[src/hw/rtl/ltd8_pkg.sv]
`timescale 1ns / 1ps
// ----------------------------------------------------------------------------
// ltd8_pkg
// Shared types and register indexes of the LFSR Toeplitz digest core.
// ----------------------------------------------------------------------------
package ltd8_pkg;

   localparam int unsigned KeyWidth   = 8;
   localparam int unsigned ByteWidth  = 8;
   localparam int unsigned IndexWidth = 3;

   localparam logic [IndexWidth-1:0] RegGenerator  = 3'd0;
   localparam logic [IndexWidth-1:0] RegInitialKey = 3'd1;
   localparam logic [IndexWidth-1:0] RegLfsrKind   = 3'd2;
   localparam logic [IndexWidth-1:0] RegShiftLeft  = 3'd3;
   localparam logic [IndexWidth-1:0] RegMsbFirst   = 3'd4;

   typedef struct packed {
      logic [KeyWidth-1:0] generator;
      logic [KeyWidth-1:0] initial_key;
      logic                lfsr_kind;
      logic                shift_left;
      logic                msb_first;
   } cfg_type;

   typedef struct packed {
      logic [KeyWidth-1:0] key;
      logic [KeyWidth-1:0] sum;
      logic [KeyWidth-1:0] xr;
   } acc_type;

endpackage

[src/hw/rtl/ltd8_cell.sv]
`timescale 1ns / 1ps
// ----------------------------------------------------------------------------
// ltd8_cell
// One data bit step: conditional key accumulation followed by one LFSR step.
// ----------------------------------------------------------------------------
module ltd8_cell (
   input  ltd8_pkg::cfg_type cfg,
   input  logic              data_bit,
   input  ltd8_pkg::acc_type acc_i,
   output ltd8_pkg::acc_type acc_o
);

   always_comb begin
      logic                          parity;
      logic [ltd8_pkg::KeyWidth-1:0] key;

      key    = acc_i.key;
      parity = ^(key & cfg.generator);

      acc_o.sum = data_bit ? acc_i.sum + key : acc_i.sum;
      acc_o.xr  = data_bit ? acc_i.xr ^ key : acc_i.xr;

      if (cfg.lfsr_kind) begin
         if (cfg.shift_left) begin
            acc_o.key = {key[ltd8_pkg::KeyWidth-2:0], parity};
         end else begin
            acc_o.key = {parity, key[ltd8_pkg::KeyWidth-1:1]};
         end
      end else begin
         if (cfg.shift_left) begin
            acc_o.key = {key[ltd8_pkg::KeyWidth-2:0], 1'b0}
                        ^ (key[ltd8_pkg::KeyWidth-1] ? cfg.generator : '0);
         end else begin
            acc_o.key = {1'b0, key[ltd8_pkg::KeyWidth-1:1]}
                        ^ (key[0] ? cfg.generator : '0);
         end
      end
   end

endmodule

[src/hw/rtl/lfsr_toeplitz_digest8_core.sv]
`timescale 1ns / 1ps
// ----------------------------------------------------------------------------
// lfsr_toeplitz_digest8_core
// Streams message bytes through an 8-bit LFSR Toeplitz hash and returns the
// running sum and xor digests after every byte.
//
//   Channel   Direction   Handshake            Payload
//   req_      in          req_valid/ready      byte_value, message_start
//   rsp_      out         rsp_valid/ready      digest_sum, digest_xor
//   csr_      in          csr_wr_en            csr_index, csr_wr_data
//
// A row of eight bit cells processes an item; one item is accepted per cycle
// while req_ready is high, and its result is registered in the output stages.
// An output register with a skid stage lets one more item be accepted while
// a result waits; req_ready drops only when both hold results.
// Synchronous reset clears the key, the digests, the registers and the
// output valid bits.
// ----------------------------------------------------------------------------
module lfsr_toeplitz_digest8_core (
   input  logic                                 clock,
   input  logic                                 reset,
   input  logic                                 req_valid,
   output logic                                 req_ready,
   input  logic [ltd8_pkg::ByteWidth-1:0]       req_byte_value,
   input  logic                                 req_message_start,
   output logic                                 rsp_valid,
   input  logic                                 rsp_ready,
   output logic [ltd8_pkg::KeyWidth-1:0]        rsp_digest_sum,
   output logic [ltd8_pkg::KeyWidth-1:0]        rsp_digest_xor,
   input  logic                                 csr_wr_en,
   input  logic [ltd8_pkg::IndexWidth-1:0]      csr_index,
   input  logic [ltd8_pkg::KeyWidth-1:0]        csr_wr_data
);

   ltd8_pkg::cfg_type cfg_ff;
   ltd8_pkg::cfg_type cfg_in;
   ltd8_pkg::acc_type state_ff;
   ltd8_pkg::acc_type state_in;
   ltd8_pkg::acc_type chain [0:ltd8_pkg::ByteWidth];
   logic [ltd8_pkg::ByteWidth-1:0] bits;

   logic                              main_valid_ff, main_valid_in;
   logic                              skid_valid_ff, skid_valid_in;
   logic [2*ltd8_pkg::KeyWidth-1:0]   main_data_ff, main_data_in;
   logic [2*ltd8_pkg::KeyWidth-1:0]   skid_data_ff, skid_data_in;
   logic [2*ltd8_pkg::KeyWidth-1:0]   result;
   logic                              push;
   logic                              pop;

   always_comb begin
      cfg_in = cfg_ff;
      if (csr_wr_en) begin
         unique case (csr_index)
            ltd8_pkg::RegGenerator:  cfg_in.generator   = csr_wr_data;
            ltd8_pkg::RegInitialKey: cfg_in.initial_key = csr_wr_data;
            ltd8_pkg::RegLfsrKind:   cfg_in.lfsr_kind   = csr_wr_data[0];
            ltd8_pkg::RegShiftLeft:  cfg_in.shift_left  = csr_wr_data[0];
            ltd8_pkg::RegMsbFirst:   cfg_in.msb_first   = csr_wr_data[0];
            default:                 cfg_in = cfg_ff;
         endcase
      end
   end

   always_comb begin
      if (req_message_start) begin
         chain[0].key = cfg_ff.initial_key;
         chain[0].sum = '0;
         chain[0].xr  = '0;
      end else begin
         chain[0] = state_ff;
      end
   end

   for (genvar i = 0; i < ltd8_pkg::ByteWidth; i++) begin : g_cell
      assign bits[i] = cfg_ff.msb_first ? req_byte_value[ltd8_pkg::ByteWidth-1-i]
                                        : req_byte_value[i];
      ltd8_cell u_cell (
         .cfg      (cfg_ff),
         .data_bit (bits[i]),
         .acc_i    (chain[i]),
         .acc_o    (chain[i+1])
      );
   end

   assign req_ready = !skid_valid_ff;
   assign push      = req_valid && req_ready;
   assign pop       = main_valid_ff && rsp_ready;
   assign result    = {chain[ltd8_pkg::ByteWidth].sum, chain[ltd8_pkg::ByteWidth].xr};
   assign state_in  = push ? chain[ltd8_pkg::ByteWidth] : state_ff;

   always_comb begin
      main_valid_in = main_valid_ff;
      skid_valid_in = skid_valid_ff;
      main_data_in  = main_data_ff;
      skid_data_in  = skid_data_ff;
      if (pop) begin
         if (skid_valid_ff) begin
            main_data_in  = skid_data_ff;
            skid_valid_in = 1'b0;
         end else begin
            main_valid_in = push;
            main_data_in  = result;
         end
      end else if (push) begin
         if (main_valid_ff) begin
            skid_valid_in = 1'b1;
            skid_data_in  = result;
         end else begin
            main_valid_in = 1'b1;
            main_data_in  = result;
         end
      end
   end

   always_ff @(posedge clock) begin
      if (reset) begin
         cfg_ff        <= '0;
         state_ff      <= '0;
         main_valid_ff <= 1'b0;
         skid_valid_ff <= 1'b0;
      end else begin
         cfg_ff        <= cfg_in;
         state_ff      <= state_in;
         main_valid_ff <= main_valid_in;
         skid_valid_ff <= skid_valid_in;
      end
   end

   always_ff @(posedge clock) begin
      main_data_ff <= main_data_in;
      skid_data_ff <= skid_data_in;
   end

   assign rsp_valid      = main_valid_ff;
   assign rsp_digest_sum = main_data_ff[2*ltd8_pkg::KeyWidth-1:ltd8_pkg::KeyWidth];
   assign rsp_digest_xor = main_data_ff[ltd8_pkg::KeyWidth-1:0];

endmodule

[config.mk]
export PLATFORM = sky130hd
export DESIGN_NAME = lfsr_toeplitz_digest8_core
export DESIGN_NICKNAME = d
export VERILOG_FILES = /design/src/hw/rtl/ltd8_pkg.sv /design/src/hw/rtl/ltd8_cell.sv /design/src/hw/rtl/lfsr_toeplitz_digest8_core.sv
export SDC_FILE = /design/constraint.sdc
export NUM_CORES = 1
export LEC_CHECK = 0
export BUFFER_PORTS_ARGS = -buffer_cell sky130_fd_sc_hd__buf_2
export CORE_ASPECT_RATIO = 1.75
export CORE_UTILIZATION = 55
export CTS_CLUSTER_DIAMETER = 120
export DETAILED_ROUTE_END_ITERATION = 10
export PLACE_DENSITY = 0.83
export SETUP_SLACK_MARGIN = 0.15
export SLEW_MARGIN = 20
export SYNTH_ARGS = -nofsm -noshare
export SYNTH_HDL_FRONTEND = slang
export SYNTH_SLANG_ARGS = --single-unit
export TNS_END_PERCENT = 10
[constraint.sdc]
create_clock -name clock -period 10.5 [get_ports clock]
set_input_delay 0.525 -clock clock [delete_from_list [all_inputs] [get_ports clock]]
set_output_delay 0.525 -clock clock [all_outputs]
set_load 0.03 [all_outputs]
==> key figures <==
GRT
  – Initial antenna violation count: 2
  – Global-route wire length before repair: 98.84 mm
  – Global Route Usage Sum: 53.79%
  – Grt ovf: 0
  – Vias in the first global route: 15550
  – Largest net degree at the start of global routing: 50

Setup path
  – Setup crit end kind: flop
  – Setup CP Type: in2reg
  – WP data required: 10.58 ns
  – CP peak stage delay: 0.58 ns
  – WP buf/inv: 6
  – Max stage delay cell, worst path: a221o_1
  – CP delay by family, top: compound AO/OA/AOI/OAI gates
  – Cell mode on critical path: a21oi_1
  – Worst flop-to-flop path startpoint: cfg_ff[13]
  – Worst EP arrival: 10.05 ns
  – Crit path max fanout: 11
  – R2R Setup Slk: 0.56 ns
  – Worst Setup Start Kind: primary input
  – CP startpoint: req_message_start
  – Cells on worst reg2reg path: 38
  – RR Endpoint: main_data_ff[15]

Yosys
  – Top cell type's share of synthesized area: 11.20%
  – Mapped Area: 13450 um2
  – Net Count, Synth: 1959
  – Compound-Gate Fraction of Synth Area: 28.65%
  – EDFF count, synth: 32
  – Post-Synth Simple-Gate Area: 21.69%
  – Syn avg cell area: 7.195 um2
  – Ys Warns: 0
  – Synth cell types: 100
  – Most common cell in the netlist: nand2_1
  – XOR/XNOR share of the synthesized area: 17.08%
  – Synth async-reset ratio: 0%
  – Largest family of logic cells by synthesized area: compound AO/OA/AOI/OAI gates
  – Post-synthesis sequential area ratio: 13.84%
  – Synth Area in Adders: 6.398%
  – Top_reg_cell synth: dfxtp_1
  – Multiplexer share of the synthesized area: 6.212%
  – Post-synth top cells: nand2_1, nor2_1, xnor2_1, a21oi_1, o21ai_0
  – Largest cells by area after synthesis: xnor2_1, nand2_1, edfxtp_1
  – Synth Instances: 1870
  – FF+latch count, synth: 77
  – Largest area contributor in the netlist: xnor2_1

Detailed routing
  – Antenna viol nets, final: 0
  – Via count: 16120
  – Top layer in use: met4
  – Vias per Instance: 7.106
  – Met2 WL post-DR: 29.08 mm
  – Total Wirelength: 67.25 mm
  – DR pass1 iterations: 7
  – Post-Route M1 WL: 21.04 mm
  – DRT iter0 DRCs: 2664
  – Avg WL per Cell: 29.65 um
  – Met3 WL: 8.518 mm
  – Post-route DRC: 0

STA
  – Slew Limit Fails: 0
  – Final Skew: 0.008974 ns
  – Tcrit/Tclk final: 94.93%
  – Worst Max-Slew Pin Slew: 1.188 ns
  – Final setup margin: 0.5328 ns
  – Fin. Hold Viols: 0
  – Peak Freq: 100.3 MHz
  – Post-Route Setup TNS: 0 ns
  – Final worst hold slack: 0.4109 ns
  – Final setup violation count: 0
  – Final min period: 9.967 ns
  – Max-slew headroom: 20.32%
  – RSZ-0062 raised after global routing: no

Final layout
  – # fillers: 2165
  – Layout cells sized above 1: 17.10%
  – Syn-to-layout area delta: 12.20%
  – Storage cell area: 1871 um2
  – Area of the multi-input gates: 10870 um2
  – # nets final: 2043

Die
  – Initial core utilization: 56.01%
  – Core area: 24020 um2
  – # rows: 75
  – Die area: 25120 um2
  – Die width: 120.2 um
  – DIE HEIGHT: 208.9 um
  – I/O pin count: 43

Clock network
  – Clock-pin slew on the worst setup and hold paths: 0.06 ns
  – CTS Hold Buffers Added: 0
  – CTS tree: done
  – Total CTS buffers: 9
  – CTS H-tree lvls: 3
  – Clock sink total: 77
  – Worst-Skew Late Latency: 0.34 ns
  – CTS Buffer Depth: 2
  – Root buffer cell: clkbuf_16

Place
  – Pre-CTS setup slack: 0.007713 ns
  – DP Wirelength: 50.00 mm
  – Port bufs: 42
  – RePlAce Congestion: 1.056

Min path
  – Worst Hold End: skid_valid_ff
  – Hold path start: rsp_ready
  – Worst hold path class: in2reg
  – WHS Path Cells: 2

Pwr
  – PD cells: 120.0 nW/um2
  – Static Leak: 6.223 nW
  – Max VDD drop: 158.9 uV

Run status
  – Status: finished, final reports clean

Job
  – Maxcap violations: 0
## cell usage in the layout (no fill, tap or decap), types with 12 or more instances in the layout
| cell | n |
|---|---|
| a211oi_1 | 30 |
| a21o_1 | 33 |
| a21oi_1 | 167 |
| a31oi_1 | 20 |
| and3_1 | 12 |
| buf_2 | 41 |
| buf_4 | 154 |
| dfxtp_1 | 42 |
| edfxtp_1 | 32 |
| ha_1 | 56 |
| inv_1 | 58 |
| mux2_2 | 31 |
| mux2i_1 | 34 |
| nand2_1 | 266 |
| nand2b_1 | 20 |
| nand3_1 | 36 |
| nor2_1 | 189 |
| nor2b_1 | 29 |
| nor3_1 | 37 |
| o211ai_1 | 30 |
| o21ai_0 | 80 |
| o21ai_1 | 13 |
| o21bai_1 | 25 |
| o22ai_1 | 12 |
| xnor2_1 | 171 |
| xor2_1 | 39 |
## stage by stage
stage	util, %	std cells	instance area [um2]	power, W
after floorplan	-	1870	13450	0.001147
after global placement	60.94	2243	14640	0.001437
after detailed placement	60.94	2243	14640	0.001474
after CTS	62.06	2259	14910	0.001761
after global routing	62.83	2267	15090	0.001888
final	62.84	2268	15100	0.001812
## layer usage
| metal | GRT usage, % | vias to the layer above |
|---|---|---|
| met4 | 51.09 | 0 |
| li1 | - | 6838 |
| met3 | 21.18 | 552 |
| met1 | 55.62 | 7389 |
| met2 | 81.89 | 1338 |
| met5 | 0 | - |
## layout make-up
type                    instances  area share [%]
clock inverters                 6          0.2569
multi-input cells            1595           72.02
inverters                      72           1.807
flip-flops and latches         77           12.39
well taps                     308           2.553
repair buffers                199           9.441
clock buffers                  10           1.517
diodes                          1         0.01658
## how the worst max path moves through the flow
stage,to,slack [ns],cells after the start
final,main_data_ff[15],0.53,40
after global routing,main_data_ff[15],0.13,44
after CTS,main_data_ff[15],0.33,41
after detailed placement,main_data_ff[15],0.008,43
after global placement,main_data_ff[15],0.22,40
after floorplan,main_data_ff[15],0.89,48
## report_power, final
group | leakage [nW] | switching [W] | internal (W)
clock | 0.137 | 0.000127 | 0.000160
sequential | 0.673 | 0.0000243 | 0.000376
combinational | 5.41 | 0.000698 | 0.000426
## sequential cells by signal, summed over array words and instances, names as in the netlist
signal	count
cfg_ff	19
skid_data_ff	16
state_ff	24
skid_valid_ff	1
main_data_ff	16
rsp_valid	1
## worst reg2reg max path: cells and delay by family (launching register included)
kind            cells  cell delay (ns)
compound gates     17             3.91
xor+xnor           10             2.74
fa+ha+maj           3             1.06
buf+inv             3             0.61
flops               1             0.65
mux                 1             0.27
simple gates        4             0.45
## logic make-up after synthesis
logic type                 count (synthesis)
adders and majority gates                 64
muxes                                     72
buffers and inverters                    198
DFF                                       77
and+or+nand+nor                          658
AOI/OAI and AO/OA                        569
xor gates and xnor gates                 232
## repair_timing
item | CTS | global route
buffers inserted | 0 | 8
resized for setup | 0 | 29
endpoints found under the setup margin | 0 | 11
Power figures use the tool's default switching activity.
